## src/rtl/base64_stream_decoder_unit_assert.svh

```systemverilog
// Assertion macros used by the decoder top-level module.
`ifndef BASE64_STREAM_DECODER_UNIT_ASSERT_SVH
`define BASE64_STREAM_DECODER_UNIT_ASSERT_SVH

// Same-cycle implication, checked on every rising edge outside reset.
`define B64SD_ASSERT_NOW(lbl, ante, cons, msg) \
  lbl: assert property (@(posedge clk_i) disable iff (!rst_ni) (ante) |-> (cons)) \
    else $error(msg);

// Next-cycle implication, checked on every rising edge outside reset.
`define B64SD_ASSERT_NEXT(lbl, ante, cons, msg) \
  lbl: assert property (@(posedge clk_i) disable iff (!rst_ni) (ante) |=> (cons)) \
    else $error(msg);

`endif

```

## src/rtl/b64sd_pkg.sv

```systemverilog
package b64sd_pkg;

  localparam logic [7:0] PAD_CHAR = 8'h3D;
  localparam logic [15:0] MAX_LEN_RESET = 16'd256;
  localparam logic [15:0] LEN_FIELD_MAX = 16'hFFFF;

  typedef enum logic [1:0] {
    STATUS_OK        = 2'd0,
    STATUS_TOO_LONG  = 2'd1,
    STATUS_UNALIGNED = 2'd2,
    STATUS_BAD_CHAR  = 2'd3
  } status_e;

  typedef enum logic {
    KIND_DATA   = 1'b0,
    KIND_STATUS = 1'b1
  } kind_e;

  // Everything one input word produces: up to three bytes and an optional status.
  typedef struct packed {
    logic [23:0] triple;
    logic [1:0]  nbytes;
    logic        has_status;
    status_e     status;
    logic [15:0] length;
  } rec_t;

  // Returns {in alphabet, six-bit value}; '=' is in the alphabet with value zero.
  function automatic logic [6:0] sextet_of(input logic [7:0] c);
    logic [6:0] r;
    begin
      r = '0;
      if (c inside {[8'h41:8'h5A]}) begin
        r = {1'b1, 6'(c - 8'h41)};
      end else if (c inside {[8'h61:8'h7A]}) begin
        r = {1'b1, 6'(c - 8'h61 + 8'd26)};
      end else if (c inside {[8'h30:8'h39]}) begin
        r = {1'b1, 6'(c - 8'h30 + 8'd52)};
      end else if (c == 8'h2B) begin
        r = {1'b1, 6'd62};
      end else if (c == 8'h2F) begin
        r = {1'b1, 6'd63};
      end else if (c == PAD_CHAR) begin
        r = {1'b1, 6'd0};
      end
      return r;
    end
  endfunction

endpackage

```

## src/rtl/b64sd_decode.sv

```systemverilog
module b64sd_decode #(
  parameter int LENGTH_BITS = 16
) (
  input  logic               clk_i,
  input  logic               rst_ni,
  input  logic               accept_i,
  input  logic [7:0]         char_i,
  input  logic               end_i,
  input  logic [15:0]        max_len_i,
  output logic               push_o,
  output b64sd_pkg::rec_t    rec_o
);

  localparam int CMP_W = (LENGTH_BITS > 16) ? LENGTH_BITS : 16;

  logic [17:0]            store_q, store_d;
  logic [1:0]             pos_q, pos_d;
  logic                   third_q, third_d;
  logic [LENGTH_BITS-1:0] count_q, count_d;
  logic                   bad_q, bad_d;

  logic [6:0]             lookup;
  logic                   is_pad;
  logic [1:0]             nbytes;
  logic [LENGTH_BITS:0]   sum;
  logic [LENGTH_BITS-1:0] count_new;
  logic [CMP_W-1:0]       count_ext;

  assign lookup = b64sd_pkg::sextet_of(char_i);
  assign is_pad = (char_i == b64sd_pkg::PAD_CHAR);

  always_comb begin
    store_d = store_q;
    pos_d   = pos_q;
    third_d = third_q;
    nbytes  = 2'd0;
    if (pos_q != 2'd3) begin
      store_d = {store_q[11:0], lookup[5:0]};
      if (pos_q == 2'd2) begin
        third_d = is_pad;
      end
      pos_d = pos_q + 2'd1;
    end else begin
      // Padding only trims bytes in the group closed by the final character.
      nbytes  = 2'd3 - {1'b0, end_i & third_q} - {1'b0, end_i & is_pad};
      store_d = '0;
      pos_d   = 2'd0;
      third_d = 1'b0;
    end
  end

  assign sum       = {1'b0, count_q} + (LENGTH_BITS + 1)'(nbytes);
  assign count_new = sum[LENGTH_BITS] ? '1 : sum[LENGTH_BITS-1:0];
  assign count_ext = CMP_W'(count_new);
  assign bad_d     = bad_q | ~lookup[6];

  always_comb begin
    rec_o.triple     = {store_q, lookup[5:0]};
    rec_o.nbytes     = nbytes;
    rec_o.has_status = end_i;
    rec_o.length     = (count_ext > CMP_W'(b64sd_pkg::LEN_FIELD_MAX)) ?
                       b64sd_pkg::LEN_FIELD_MAX : count_ext[15:0];
    if (pos_d != 2'd0) begin
      rec_o.status = b64sd_pkg::STATUS_UNALIGNED;
    end else if (bad_d) begin
      rec_o.status = b64sd_pkg::STATUS_BAD_CHAR;
    end else if (count_ext > CMP_W'(max_len_i)) begin
      rec_o.status = b64sd_pkg::STATUS_TOO_LONG;
    end else begin
      rec_o.status = b64sd_pkg::STATUS_OK;
    end
  end

  assign push_o  = accept_i & ((pos_q == 2'd3) | end_i);
  assign count_d = count_new;

  always_ff @(posedge clk_i or negedge rst_ni) begin
    if (!rst_ni) begin
      store_q <= '0;
      pos_q   <= '0;
      third_q <= 1'b0;
      count_q <= '0;
      bad_q   <= 1'b0;
    end else if (accept_i) begin
      if (end_i) begin
        store_q <= '0;
        pos_q   <= '0;
        third_q <= 1'b0;
        count_q <= '0;
        bad_q   <= 1'b0;
      end else begin
        store_q <= store_d;
        pos_q   <= pos_d;
        third_q <= third_d;
        count_q <= count_d;
        bad_q   <= bad_d;
      end
    end
  end

endmodule

```

## src/rtl/b64sd_out_queue.sv

```systemverilog
module b64sd_out_queue (
  input  logic            clk_i,
  input  logic            rst_ni,
  input  logic            push_i,
  input  b64sd_pkg::rec_t rec_i,
  output logic            full_o,
  output logic            valid_o,
  input  logic            ready_i,
  output logic            kind_o,
  output logic [7:0]      byte_o,
  output logic [1:0]      status_o,
  output logic [15:0]     length_o,
  output logic            last_o
);

  b64sd_pkg::rec_t rec_q [2];
  logic [1:0]      cnt_q, cnt_d;
  logic [1:0]      idx_q;
  logic [2:0]      total;
  logic            is_byte;
  logic            take;
  logic            pop;
  logic            wr_idx;

  assign total   = {1'b0, rec_q[0].nbytes} + {2'b00, rec_q[0].has_status};
  assign is_byte = (idx_q < rec_q[0].nbytes);
  assign valid_o = (cnt_q != 2'd0);
  assign last_o  = ({1'b0, idx_q} == (total - 3'd1));
  assign take    = valid_o & ready_i;
  assign pop     = take & last_o;
  assign full_o  = (cnt_q == 2'd2);
  assign wr_idx  = (cnt_q == 2'd1) & ~pop;

  always_comb begin
    kind_o   = is_byte ? b64sd_pkg::KIND_DATA : b64sd_pkg::KIND_STATUS;
    status_o = is_byte ? 2'd0 : rec_q[0].status;
    length_o = is_byte ? 16'd0 : rec_q[0].length;
    case (idx_q)
      2'd0:    byte_o = rec_q[0].triple[23:16];
      2'd1:    byte_o = rec_q[0].triple[15:8];
      2'd2:    byte_o = rec_q[0].triple[7:0];
      default: byte_o = 8'd0;
    endcase
    if (!is_byte) begin
      byte_o = 8'd0;
    end
  end

  always_comb begin
    cnt_d = cnt_q;
    if (pop && !push_i) begin
      cnt_d = cnt_q - 2'd1;
    end else if (push_i && !pop) begin
      cnt_d = cnt_q + 2'd1;
    end
  end

  always_ff @(posedge clk_i or negedge rst_ni) begin
    if (!rst_ni) begin
      cnt_q <= '0;
      idx_q <= '0;
    end else begin
      cnt_q <= cnt_d;
      if (take) begin
        idx_q <= last_o ? 2'd0 : idx_q + 2'd1;
      end
    end
  end

  // The head slot drains first; a new record lands behind whatever remains.
  // A push never meets a full queue, so a push with a pop always refills the head.
  always_ff @(posedge clk_i) begin
    if (push_i) begin
      rec_q[wr_idx] <= rec_i;
    end else if (pop) begin
      rec_q[0] <= rec_q[1];
    end
  end

endmodule

```

## src/rtl/base64_stream_decoder_unit.sv

```systemverilog
// Results of an input word are registered in the output queue before they reach the output.
// Throughput: one input word per cycle and, while m_axis_tready is high, one result word per
// cycle, drained from a two-record output queue that stalls the input only when both records
// are held; a word that closes a group yields up to three bytes, the final word up to four results.
// Reset clears the group state, the byte count and the queue, and sets the length limit to 256.
module base64_stream_decoder_unit #(
  parameter int LENGTH_BITS = 16
) (
  input  logic        clk_i,
  input  logic        rst_ni,
  input  logic        s_axis_tvalid,
  output logic        s_axis_tready,
  input  logic [7:0]  s_axis_tdata,   // [7:0] in_char
  input  logic        s_axis_tlast,
  output logic        m_axis_tvalid,
  input  logic        m_axis_tready,
  output logic [31:0] m_axis_tdata,   // [7:0] data_byte, [9:8] status,
                                      // [25:10] decoded_length, [31:26] zero
  output logic        m_axis_tuser,   // [0] result_kind
  output logic        m_axis_tlast,
  input  logic        cfg_valid_i,
  output logic        cfg_ready_o,
  input  logic [15:0] cfg_data_i
);

  logic [15:0]     max_len_q;
  logic            accept;
  logic            push;
  logic            full;
  b64sd_pkg::rec_t rec;
  logic [7:0]      out_byte;
  logic [1:0]      out_status;
  logic [15:0]     out_length;

  assign cfg_ready_o   = 1'b1;
  assign s_axis_tready = ~full;
  assign accept        = s_axis_tvalid & s_axis_tready;

  always_ff @(posedge clk_i or negedge rst_ni) begin
    if (!rst_ni) begin
      max_len_q <= b64sd_pkg::MAX_LEN_RESET;
    end else if (cfg_valid_i && cfg_ready_o) begin
      max_len_q <= cfg_data_i;
    end
  end

  b64sd_decode #(
    .LENGTH_BITS(LENGTH_BITS)
  ) u_decode (
    .clk_i    (clk_i),
    .rst_ni   (rst_ni),
    .accept_i (accept),
    .char_i   (s_axis_tdata),
    .end_i    (s_axis_tlast),
    .max_len_i(max_len_q),
    .push_o   (push),
    .rec_o    (rec)
  );

  b64sd_out_queue u_out_queue (
    .clk_i   (clk_i),
    .rst_ni  (rst_ni),
    .push_i  (push),
    .rec_i   (rec),
    .full_o  (full),
    .valid_o (m_axis_tvalid),
    .ready_i (m_axis_tready),
    .kind_o  (m_axis_tuser),
    .byte_o  (out_byte),
    .status_o(out_status),
    .length_o(out_length),
    .last_o  (m_axis_tlast)
  );

  assign m_axis_tdata = {6'd0, out_length, out_status, out_byte};

`include "base64_stream_decoder_unit_assert.svh"

  // The end status is always the closing result of its input word.
  `B64SD_ASSERT_NOW(a_status_is_last, m_axis_tvalid && m_axis_tuser, m_axis_tlast,
    "end status word without tlast")
  // A data byte word carries no status and no length.
  `B64SD_ASSERT_NOW(a_data_fields_clear, m_axis_tvalid && !m_axis_tuser,
    m_axis_tdata[31:8] == 24'd0, "data byte word with status or length bits set")
  // The final character always leaves at least its status waiting at the output.
  `B64SD_ASSERT_NEXT(a_end_gives_result, s_axis_tvalid && s_axis_tready && s_axis_tlast,
    m_axis_tvalid, "final character accepted but no result follows")

endmodule
```

## config.mk

```make
export PLATFORM = sky130hd
export DESIGN_NAME = base64_stream_decoder_unit
export DESIGN_NICKNAME = d
export VERILOG_FILES = /design/src/rtl/b64sd_pkg.sv /design/src/rtl/b64sd_decode.sv /design/src/rtl/b64sd_out_queue.sv /design/src/rtl/base64_stream_decoder_unit.sv
export VERILOG_INCLUDE_DIRS = /design/src /design/src/rtl
export SDC_FILE = /design/constraint.sdc
export NUM_CORES = 1
export LEC_CHECK = 0
export BUFFER_PORTS_ARGS = -buffer_cell sky130_fd_sc_hd__buf_2
export CORE_MARGIN = 3
export CORE_UTILIZATION = 28
export CTS_BUF_LIST = sky130_fd_sc_hd__clkbuf_8 sky130_fd_sc_hd__clkbuf_16
export CTS_CLUSTER_DIAMETER = 150
export DETAILED_ROUTE_END_ITERATION = 8
export HOLD_SLACK_MARGIN = 0.12
export PLACE_DENSITY_LB_ADDON = 0.08
export SLEW_MARGIN = 20
export SYNTH_ARGS = -nofsm -noshare
export SYNTH_HDL_FRONTEND = slang
export SYNTH_SLANG_ARGS = --single-unit
```

## constraint.sdc

```tcl
create_clock -name clk_i -period 8.3 [get_ports clk_i]
set_input_delay 0.83 -clock clk_i [delete_from_list [all_inputs] [get_ports clk_i]]
set_output_delay 0.83 -clock clk_i [all_outputs]
set_load 0.05 [all_outputs]
```

* After elaboration in Yosys (flattened, before gate mapping)
Memories as Yosys holds them, arrays and structs flattened.
Index checks and enable logic that the tools add are counted.
** Storage, ports and cells
- Bits in registers :: 58
- Bits in writable memories :: 90
- Input bits :: 30
- Output and inout port bits :: 37
- Word-level logic and storage cells :: 106
- Memories kept :: 1
** Memory list
- u_out_queue.rec_q :: depth 2, width 45, read ports 2, clocked after Yosys merged registers in 0, wr ports 1, RTL line b64sd_out_queue.sv:16 : b64sd_pkg::rec_t rec_q [2];
** Operators by class
- Add/sub/neg operators :: 14
- Order comparisons :: 9
- Equality and inequality tests :: 12
- Mux-type cells :: 37
- Bitwise logic cells :: 12
- Reduce and logical (&&, ||, !) cells :: 13
** Operators by type and width (number)
- 16-bit two-way mux :: 4
- 45-bit two-way mux :: 1
- 45-bit OR reduction :: 1
- 7-bit two-way mux :: 6
- 18-bit two-way mux :: 2
- 8-bit by 6-bit == test with 1-bit output, second input constant :: 3
- 8-bit case mux with 3 select lines :: 1
- 2-bit two-way mux :: 9
- 16-bit by 2-bit adder with 17-bit output :: 1
- 8-bit by 7-bit >= comparator with 1-bit output, second input constant :: 2
- 16-bit > comparator :: 1
- 16-bit > comparator, second input constant :: 1
- 8-bit by 7-bit less-or-equal comparator with 1-bit output, second input constant :: 2
- 1-bit two-way mux :: 13
- 6-bit subtractor, second input constant :: 2
- 2-bit == test, second input constant :: 4
- 8-bit by 6-bit >= comparator with 1-bit output, second input constant :: 1
- 8-bit by 6-bit less-or-equal comparator with 1-bit output, second input constant :: 1
- 8-bit two-way mux :: 1
- 1-bit bitwise AND :: 7
- 2-bit by 1-bit adder with 2-bit output, second input constant :: 3
- 6-bit by 5-bit adder with 6-bit output, second input constant :: 1
- 6-bit adder, second input constant :: 1
- 2-bit nonzero test :: 3
- other kinds (17) :: 26

* Logic depth before layout (Yosys ltp)
Gate-level depths: netlist of the first run.
- Depth in word-level cells :: 12
- Depth in mapped cells :: 21
- Mapped depth without buffers :: 21

* Modules after synthesis
Synthesis of the first run repeated with hierarchy kept, for this count alone.
** Second synthesis, totals
- Cells, all modules :: 614
- Area, all modules :: 7703.6 um^2
** Modules (own cells, without submodules)
- b64sd_out_queue :: times used 1, cells an instance 225, area each 3946.3 um^2, sequential area each 2802.7 um^2
- b64sd_decode :: times used 1, cells an instance 344, area each 3036.7 um^2, sequential area each 950.9 um^2
- base64_stream_decoder_unit :: times used 1, cells an instance 45, area each 720.7 um^2, sequential area each 401.6 um^2

* Least setup slack after synthesis of the first run
Ideal clock, no wire load.
- Path kind :: flip-flop to flip-flop
- From :: memory u_out_queue.rec_q[0][19] in the netlist's numbering
- To :: memory u_out_queue.rec_q[1][0] in the netlist's numbering (enable)
- Library setup time :: 576 ps
- Arrival :: 7357 ps
- Data required time :: 7724 ps
- Path slack :: 367 ps
- Cell stages (with the launch flop) :: 9
- Buffers on the path :: 0
- Clock period less this slack :: 7933 ps
- Path through :: edfxtp_1 inv_1 ha_1 ha_1 xnor2_1 nor3_1 nand2_1 ha_1 nor4b_1
** RTL lines (RTL line)
- from (decl) :: b64sd_out_queue.sv:16

* Worst setup path after layout of the first run
- From :: input port s_axis_tdata[5]
- To :: memory u_out_queue.rec_q[0][16] in the netlist's numbering, data pin
** On the way
- Longest elaborated chain between the ends :: 12
- Elaborated cells between the ends (all ways) :: 30
** Ends and longest elaborated chain
- from (decl) :: RTL line base64_stream_decoder_unit.sv:13 : input logic [7:0] s_axis_tdata,
- parallel branches: the longest is 9 deep, another holds 16-bit by 2-bit adder with 17-bit output
- 2-bit two-way mux (*) :: RTL line b64sd_decode.sv:65 : end else if (bad_d) begin
- 2-bit two-way mux (*) :: RTL line b64sd_decode.sv:63 : if (pos_d != 2'd0) begin
- 45-bit two-way mux (no line) (*)
Mark *: on every way between the ends.

==> results of run 1 <==
-- report_power, final --
| group | switching, mW | internal, mW | total, mW |
|---|---|---|---|
| Sequential | 0.0786 | 1.08 | 1.15 |
| Clock | 0.331 | 0.430 | 0.761 |
| Combinational | 0.969 | 0.357 | 1.33 |
| Total | 1.38 | 1.86 | 3.24 |
-- registers in the layout, indices dropped and copies added, names as in the netlist --
name	flops
u_out_queue.cnt_q	2
u_out_queue.rec_q	90
u_decode.pos_q	2
u_decode.bad_q	1
u_decode.count_q	16
u_decode.store_q	18
u_decode.third_q	1
u_out_queue.idx_q	2
max_len_q	16
-- worst max-delay path: stages --
cell and delay, ns:
buf_2 0.15, nor3b_2 0.40, nand2_1 0.16, nor3_1 0.22
ha_1 0.28, nor2_1 0.11, ha_1 0.17, inv_1 0.05
fa_1 0.41, nand3b_1 0.30, nor2_2 0.32, nand3b_1 0.77
nand2_1 0.40, ha_1 0.29, nor2b_1 0.13, o211ai_1 0.16
a21oi_1 0.09, o21ai_0 0.21, a31o_2 0.19, o311ai_0 0.17
-- cells by family (layout without fill, tap and decap cells) --
kind of cell,Yosys count,after routing
adders and majority gates,43,43
other,2,7
and+or+nand+nor,181,181
muxes,36,36
buffers and inverters,78,142
AOI/OAI and AO/OA,146,146
DFF,148,148
xor gates and xnor gates,13,13
-- worst min-delay path by stage --
stage	from	endpoint	depth (start not counted)
2_1_floorplan	u_decode.count_q[0]$_DFFE_PN0P_	u_decode.count_q[0]$_DFFE_PN0P_	2
3_3_place_gp	u_out_queue.cnt_q[0]$_DFFE_PN0P_	u_out_queue.cnt_q[0]$_DFFE_PN0P_	1
3_5_place_dp	u_out_queue.cnt_q[0]$_DFFE_PN0P_	u_out_queue.cnt_q[0]$_DFFE_PN0P_	1
4_1_cts	u_out_queue.cnt_q[0]$_DFFE_PN0P_	u_out_queue.cnt_q[0]$_DFFE_PN0P_	1
5_1_grt	u_decode.store_q[15]$_DFFE_PN0P_	u_decode.store_q[15]$_DFFE_PN0P_	1
6_report	u_out_queue.cnt_q[0]$_DFFE_PN0P_	u_out_queue.cnt_q[0]$_DFFE_PN0P_	1
-- metal layers --
layer	track usage (%)	part of all wire, %
met3	2.48	3.8
met5	0	0
met4	4.27	1.5
met1	20.1	52
met2	20.3	43
-- final cells by class --
type / count / share of cell area [%]
sequential: 148 / 47.8
multi-input combinational: 426 / 34.7
clock buffer: 18 / 5.05
tap: 335 / 4.82
timing repair buffer: 67 / 4.09
inverter: 43 / 1.86
clock inverter: 14 / 1.64
-- through the flow --
stage / setup slack, ns / total power, mW
after floorplan: 0.367 / 2.13
after global placement: 2.39 / 2.50
after detailed placement: 2.20 / 2.51
after CTS: 2.63 / 3.28
after global routing: 2.01 / 3.43
final: 2.59 / 3.24
-- cells in the mapped netlist, types with 3 or more instances --
master | instances | share of area [%]
a2bb2oi_1 | 3 | 0.35
o21a_1 | 3 | 0.30
o211ai_1 | 3 | 0.30
buf_2 | 3 | 0.20
dfrtp_1 | 57 | 19
buf_4 | 7 | 0.71
nand2b_1 | 5 | 0.42
a22o_1 | 15 | 1.8
o22a_1 | 4 | 0.47
a222oi_1 | 8 | 1.1
inv_1 | 43 | 2.2
o21ai_0 | 41 | 2.8
nand3_1 | 15 | 1.0
a31oi_1 | 8 | 0.67
and2_1 | 3 | 0.25
a21oi_1 | 31 | 2.1
nor2b_1 | 25 | 2.1
xor2_1 | 4 | 0.47
a31o_2 | 3 | 0.35
clkbuf_1 | 24 | 1.2
xnor2_1 | 9 | 1.1
ha_1 | 42 | 7.1
mux2_2 | 33 | 5.0
nand4_1 | 6 | 0.50
nor2_1 | 31 | 1.6
and3_1 | 7 | 0.59
edfxtp_1 | 90 | 36
o31ai_1 | 4 | 0.40
nor3_1 | 12 | 0.81
nand2_1 | 60 | 3.0
==> run_results.csv, run 1 <==
group,metric,value,unit
clock_network,root_buffer,"clkbuf_16",
global_route,grt_util_all_layers,13.6,%
synthesis,synth_xor_area_share,1.53,%
timing,setup_viol,0,
critical_path,cp.required,8.42,ns
synthesis,synth_cells,647,
power_and_ir_drop,leakage,3.67,nW
die,core,26100,sq um
timing,drv_slew,0,
critical_path,endpoint,"u_out_queue.rec_q[0][16]$_DFFE_PP_",
synthesis,synth.area.mux_share,5.41,%
clock_network,cts_resized,0,
routing,drt_iter0_markers,256,
routing,drt_wl_total,19.0,mm
clock_network,cts_sinks,148,
global_route,overflow,0,
placed_design,placed_area,8100,sq um
clock_network,post_cts_buffers,0,
placed_design,dpl.hpwl,13.1,mm
synthesis,synth_compound_area_share,13.2,%
critical_path,reg2reg_depth,17,
cells_and_area,n_antenna_cell,0,
timing,min_period,5.71,ns
routing,via_per_inst,4.88,
synthesis,ys_seq_area_share,55.8,%
die,die_area,28600,sq um
synthesis,synth_fa_ha_area_share,7.33,%
cells_and_area,layout_commonest_cell,"edfxtp_1",
cells_and_area,fin_cells,1051,
clock_network,tritoncts,"done",
placed_design,place_congestion,0.823,
die,io_pins,67,
critical_path,crit_start,"s_axis_tdata[5]",
synthesis,async_flop_share,39.2,%
routing,via_count,5131,
synthesis,syn_area,7440,sq um
cells_and_area,final_nets,776,
timing,finalSetupTns,0,ns
critical_path,worst_setup_path_end_kind,"flip-flop",
cells_and_area,design_area,8690,sq um
critical_path,reg2reg_setup_slack,3.38,ns
cells_and_area,mostFrequentLayoutCells,"90 x edfxtp_1, 60 x nand2_1, 59 x buf_2",
timing,holdWs,0.507,ns
synthesis,ys_seq_elements,148,
min_path,hp-class,"flip-flop to flip-flop",
cells_and_area,fill_cells,2592,
critical_path,rr_endpoint,"u_out_queue.rec_q[0][16]$_DFFE_PP_",
synthesis,synth_simple_gate_area_share,12.3,%
cells_and_area,multi_input_area,3020,sq um
cells_and_area,fin_util,33.4,%
critical_path,worstPathMaxFanout,27,
timing,final.period_utilization,68.8,%
synthesis,postSynthAreaPerCell,11.5,sq um
power_and_ir_drop,powerDensity,373,nW/um^2
critical_path,cp.arrival,5.83,ns
die,initial_core_util,28.6,%
routing,wire_per_inst,18.1,um
routing,ant_nets,0,
timing,finalHoldViolCount,0,
timing,fmax,0.175,GHz
synthesis,synth_top_family_by_area,"compound AO/OA/AOI/OAI gates",
global_route,grt_pass1_vias,5216,
power_and_ir_drop,peakVddDrop,0.178,mV
synthesis,synth_ff_type,"edfxtp_1",
clock_network,clock_latency,0.42,ns
global_route,grt_max_degree,59,
timing,skew,0.0120,ns
placed_design,numPortBuffers,59,
critical_path,crit_type,"input pin to flip-flop",
global_route,grt_pass1_wl,30.2,mm
synthesis,synth_edf_count,90,
job,cap_violations,0,
critical_path,rr_startpoint,"u_decode.third_q$_DFFE_PN0P_",
die,die_h,169,um
cells_and_area,area_delta_synth_final,16.8,%
clock_network,clock_path_buffers,2,
global_route,antenna_found_initial,0,
synthesis,ys_types,65,
timing,grt_setup_unrepaired,"false",
die,rows,59,
outcome,status,"finished, final reports clean",
cells_and_area,seqCellArea,4160,sq um
timing,tightest_slew,1.05,ns
critical_path,critPathLaunchType,"input pin",
routing,drc,0,
routing,drtPass1Iterations,5,
clock_network,path_clk_slew,0.06,ns
placed_design,placedCellCount,1019,
timing,slew_headroom,29.0,%
synthesis,yosys_warnings,0,
cells_and_area,drive_gt1_share,20.4,%
clock_network,htree_levels,4,
clock_network,cts_hold_buf,0,
clock_network,cts_buffers,17,
die,dieWidth,169,um
Power figures use the tool's default switching activity.
==> inputs of run 2 (changes only) <==
==> constraint.sdc (replaced) <==
create_clock -name clk_i -period 4.64 [get_ports clk_i]
set_input_delay 0.464 -clock clk_i [delete_from_list [all_inputs] [get_ports clk_i]]
set_output_delay 0.464 -clock clk_i [all_outputs]
set_load 0.05 [all_outputs]
==> run_results.csv, run 2 (synthesis gave the netlist of run 1 again) <==
group,metric,value,unit
placed_design,dpl.hpwl,13.5,mm
die,die_area,28600,sq um
global_route,overflow,0,
critical_path,cp.depth,21,
critical_path,cp_num_buf_inv,4,
cells_and_area,fin_util,34.3,%
critical_path,reg2reg_depth,18,
timing,finalSetupTns,0,ns
critical_path,reg2reg_setup_slack,0.68,ns
cells_and_area,final_nets,807,
cells_and_area,multi_input_area,3020,sq um
routing,drtPass1Iterations,5,
critical_path,cp.arrival,4.24,ns
min_path,min_from,"cfg_data_i[8]",
critical_path,cp_slowest_cell,"fa_1",
power_and_ir_drop,peakVddDrop,0.487,mV
routing,wire_per_inst,17.5,um
critical_path,rr_startpoint,"u_decode.third_q$_DFFE_PN0P_",
cells_and_area,seqCellArea,4160,sq um
critical_path,worstPathMaxFanout,24,
critical_path,crit_type,"input pin to flip-flop",
cells_and_area,layout_commonest_cell,"edfxtp_1",
die,initial_core_util,28.6,%
global_route,grt_pass1_wl,29.5,mm
critical_path,cp.required,4.76,ns
clock_network,path_clk_slew,0.07,ns
power_and_ir_drop,powerDensity,650,nW/um^2
global_route,grt_max_degree,46,
global_route,grt_util_all_layers,13.4,%
clock_network,tritoncts,"done",
power_and_ir_drop,p_int,3.34,mW
timing,final.period_utilization,88.8,%
clock_network,clock_latency,0.42,ns
placed_design,numPortBuffers,59,
routing,ant_nets,0,
cells_and_area,drive_gt1_share,23.4,%
placed_design,place_congestion,0.805,
clock_network,cts_buffers,17,
cells_and_area,largest_reg_flops,90,
clock_network,cts_sinks,148,
power_and_ir_drop,combPwrFrac,41.4,%
critical_path,worst_setup_path_end_kind,"flip-flop",
timing,min_period,4.12,ns
power_and_ir_drop,p_switching,2.46,mW
critical_path,endpoint,"u_out_queue.rec_q[0][16]$_DFFE_PP_",
cells_and_area,reg_top3,"u_out_queue.rec_q x90, u_decode.store_q x18",
die,die_h,169,um
power_and_ir_drop,leakage,3.82,nW
clock_network,post_cts_buffers,0,
outcome,status,"finished, final reports clean",
die,io_pins,67,
timing,skew,0.0126,ns
timing,finalHoldViolCount,0,
critical_path,rr_endpoint,"u_out_queue.rec_q[0][16]$_DFFE_PP_",
critical_path,crit_family,"simple AND/OR/NAND/NOR gates",
critical_path,crit_start,"s_axis_tdata[7]",
die,rows,59,
critical_path,cp_common_cell,"ha_1",
min_path,hp-class,"input pin to flip-flop",
clock_network,root_buffer,"clkbuf_16",
routing,via_count,5206,
global_route,antenna_found_initial,0,
power_and_ir_drop,p_sw_share,42.4,%
die,core,26100,sq um
critical_path,crit_chain,"buf_2, nor3b_2, nand2_1, nor3_1, ha_1, nor2_1, ha_1, inv_1, fa_1, nand3b_1, nor2_2, nand3b_1, buf_12, o21ai_0, buf_4, ha_1, nand4_1, a21oi_1, o21ai_0, a31o_2, o311ai_0",
cells_and_area,area_delta_synth_final,19.9,%
cells_and_area,n_antenna_cell,0,
cells_and_area,largest-register,"u_out_queue.rec_q",
timing,fmax,0.243,GHz
timing,holdWs,0.244,ns
clock_network,clock_path_buffers,2,
cells_and_area,fill_cells,2610,
cells_and_area,mostFrequentLayoutCells,"90 x edfxtp_1, 60 x nand2_1, 59 x buf_2",
global_route,grt_pass1_vias,5072,
timing,setup_viol,0,
power_and_ir_drop,sequentialPowerShare,35.6,%
timing,grt_setup_unrepaired,"false",
routing,drt_iter0_markers,370,
power_and_ir_drop,p_clk_share,23.0,%
routing,via_per_inst,4.81,
critical_path,slowest_delay,0.37,ns
die,dieWidth,169,um
routing,drt_wl_total,19.0,mm
timing,drv_slew,0,
timing,slew_headroom,42.0,%
critical_path,critPathLaunchType,"input pin",
job,cap_violations,0,
routing,drc,0,
timing,tightest_slew,0.864,ns
clock_network,htree_levels,4,
run 2: what timing repair did:
item | 4_1_cts | 5_1_grt
gates resized for setup | 0 | 0
hold endpoints to repair | 19 | 0
hold buffers | 1 | 0
run 2: metrics by stage:
stage / worst slack (ns) / instance area [sq um] / total power [mW] / instances
floorplan: 0.0231 / 7480 / 3.80 / 652
global placement: 0.184 / 8350 / 4.50 / 1049
detailed placement: 0.0529 / 8350 / 4.53 / 1049
CTS: 0.487 / 8930 / 5.89 / 1082
global route: 0.216 / 8930 / 6.14 / 1082
finish: 0.519 / 8930 / 5.80 / 1082
run 2: worst min-delay path, stage by stage:
cell and delay (ns):
buf_2 0.07, nand2_1 0.04, o21ai_0 0.06
run 2: worst min-delay path by stage:
stage | to | slack, ns | cells past startpoint
2_1_floorplan | max_len_q[0]$_DFFE_PN0P_ | 0.17 | 0
3_3_place_gp | max_len_q[13]$_DFFE_PN0P_ | 0.47 | 1
3_5_place_dp | max_len_q[13]$_DFFE_PN0P_ | 0.48 | 1
4_1_cts | max_len_q[6]$_DFFE_PN0P_ | 0.23 | 3
5_1_grt | max_len_q[6]$_DFFE_PN0P_ | 0.23 | 3
6_report | max_len_q[8]$_DFFE_PN1P_ | 0.24 | 3
run 2: cell type report:
type,instances,area share (%)
clock buffers,17,4.77
clock inverters,15,1.61
inverters,43,1.81
multi-input cells,426,33.8
flip-flops and latches,148,46.5
well taps,335,4.70
repair buffers,98,6.76
run 2: power by group through the flow:
| stage | Sequential (mW) | Clock, mW | Combinational, mW |
|---|---|---|---|
| 6_report | 2.07 | 1.33 | 2.40 |
| 2_1_floorplan | 2.05 | 0 | 1.75 |
| 5_1_grt | 2.11 | 1.44 | 2.60 |
| 3_3_place_gp | 2.09 | 0 | 2.42 |
| 3_5_place_dp | 2.10 | 0 | 2.44 |
| 4_1_cts | 2.07 | 1.37 | 2.45 |
run 2: routing by layer:
metal  global-route usage (%)  wire (um)
met2                     19.4       8180
met1                     20.6       9990
met5                        0          0
met4                     3.60        161
met3                     2.52        636
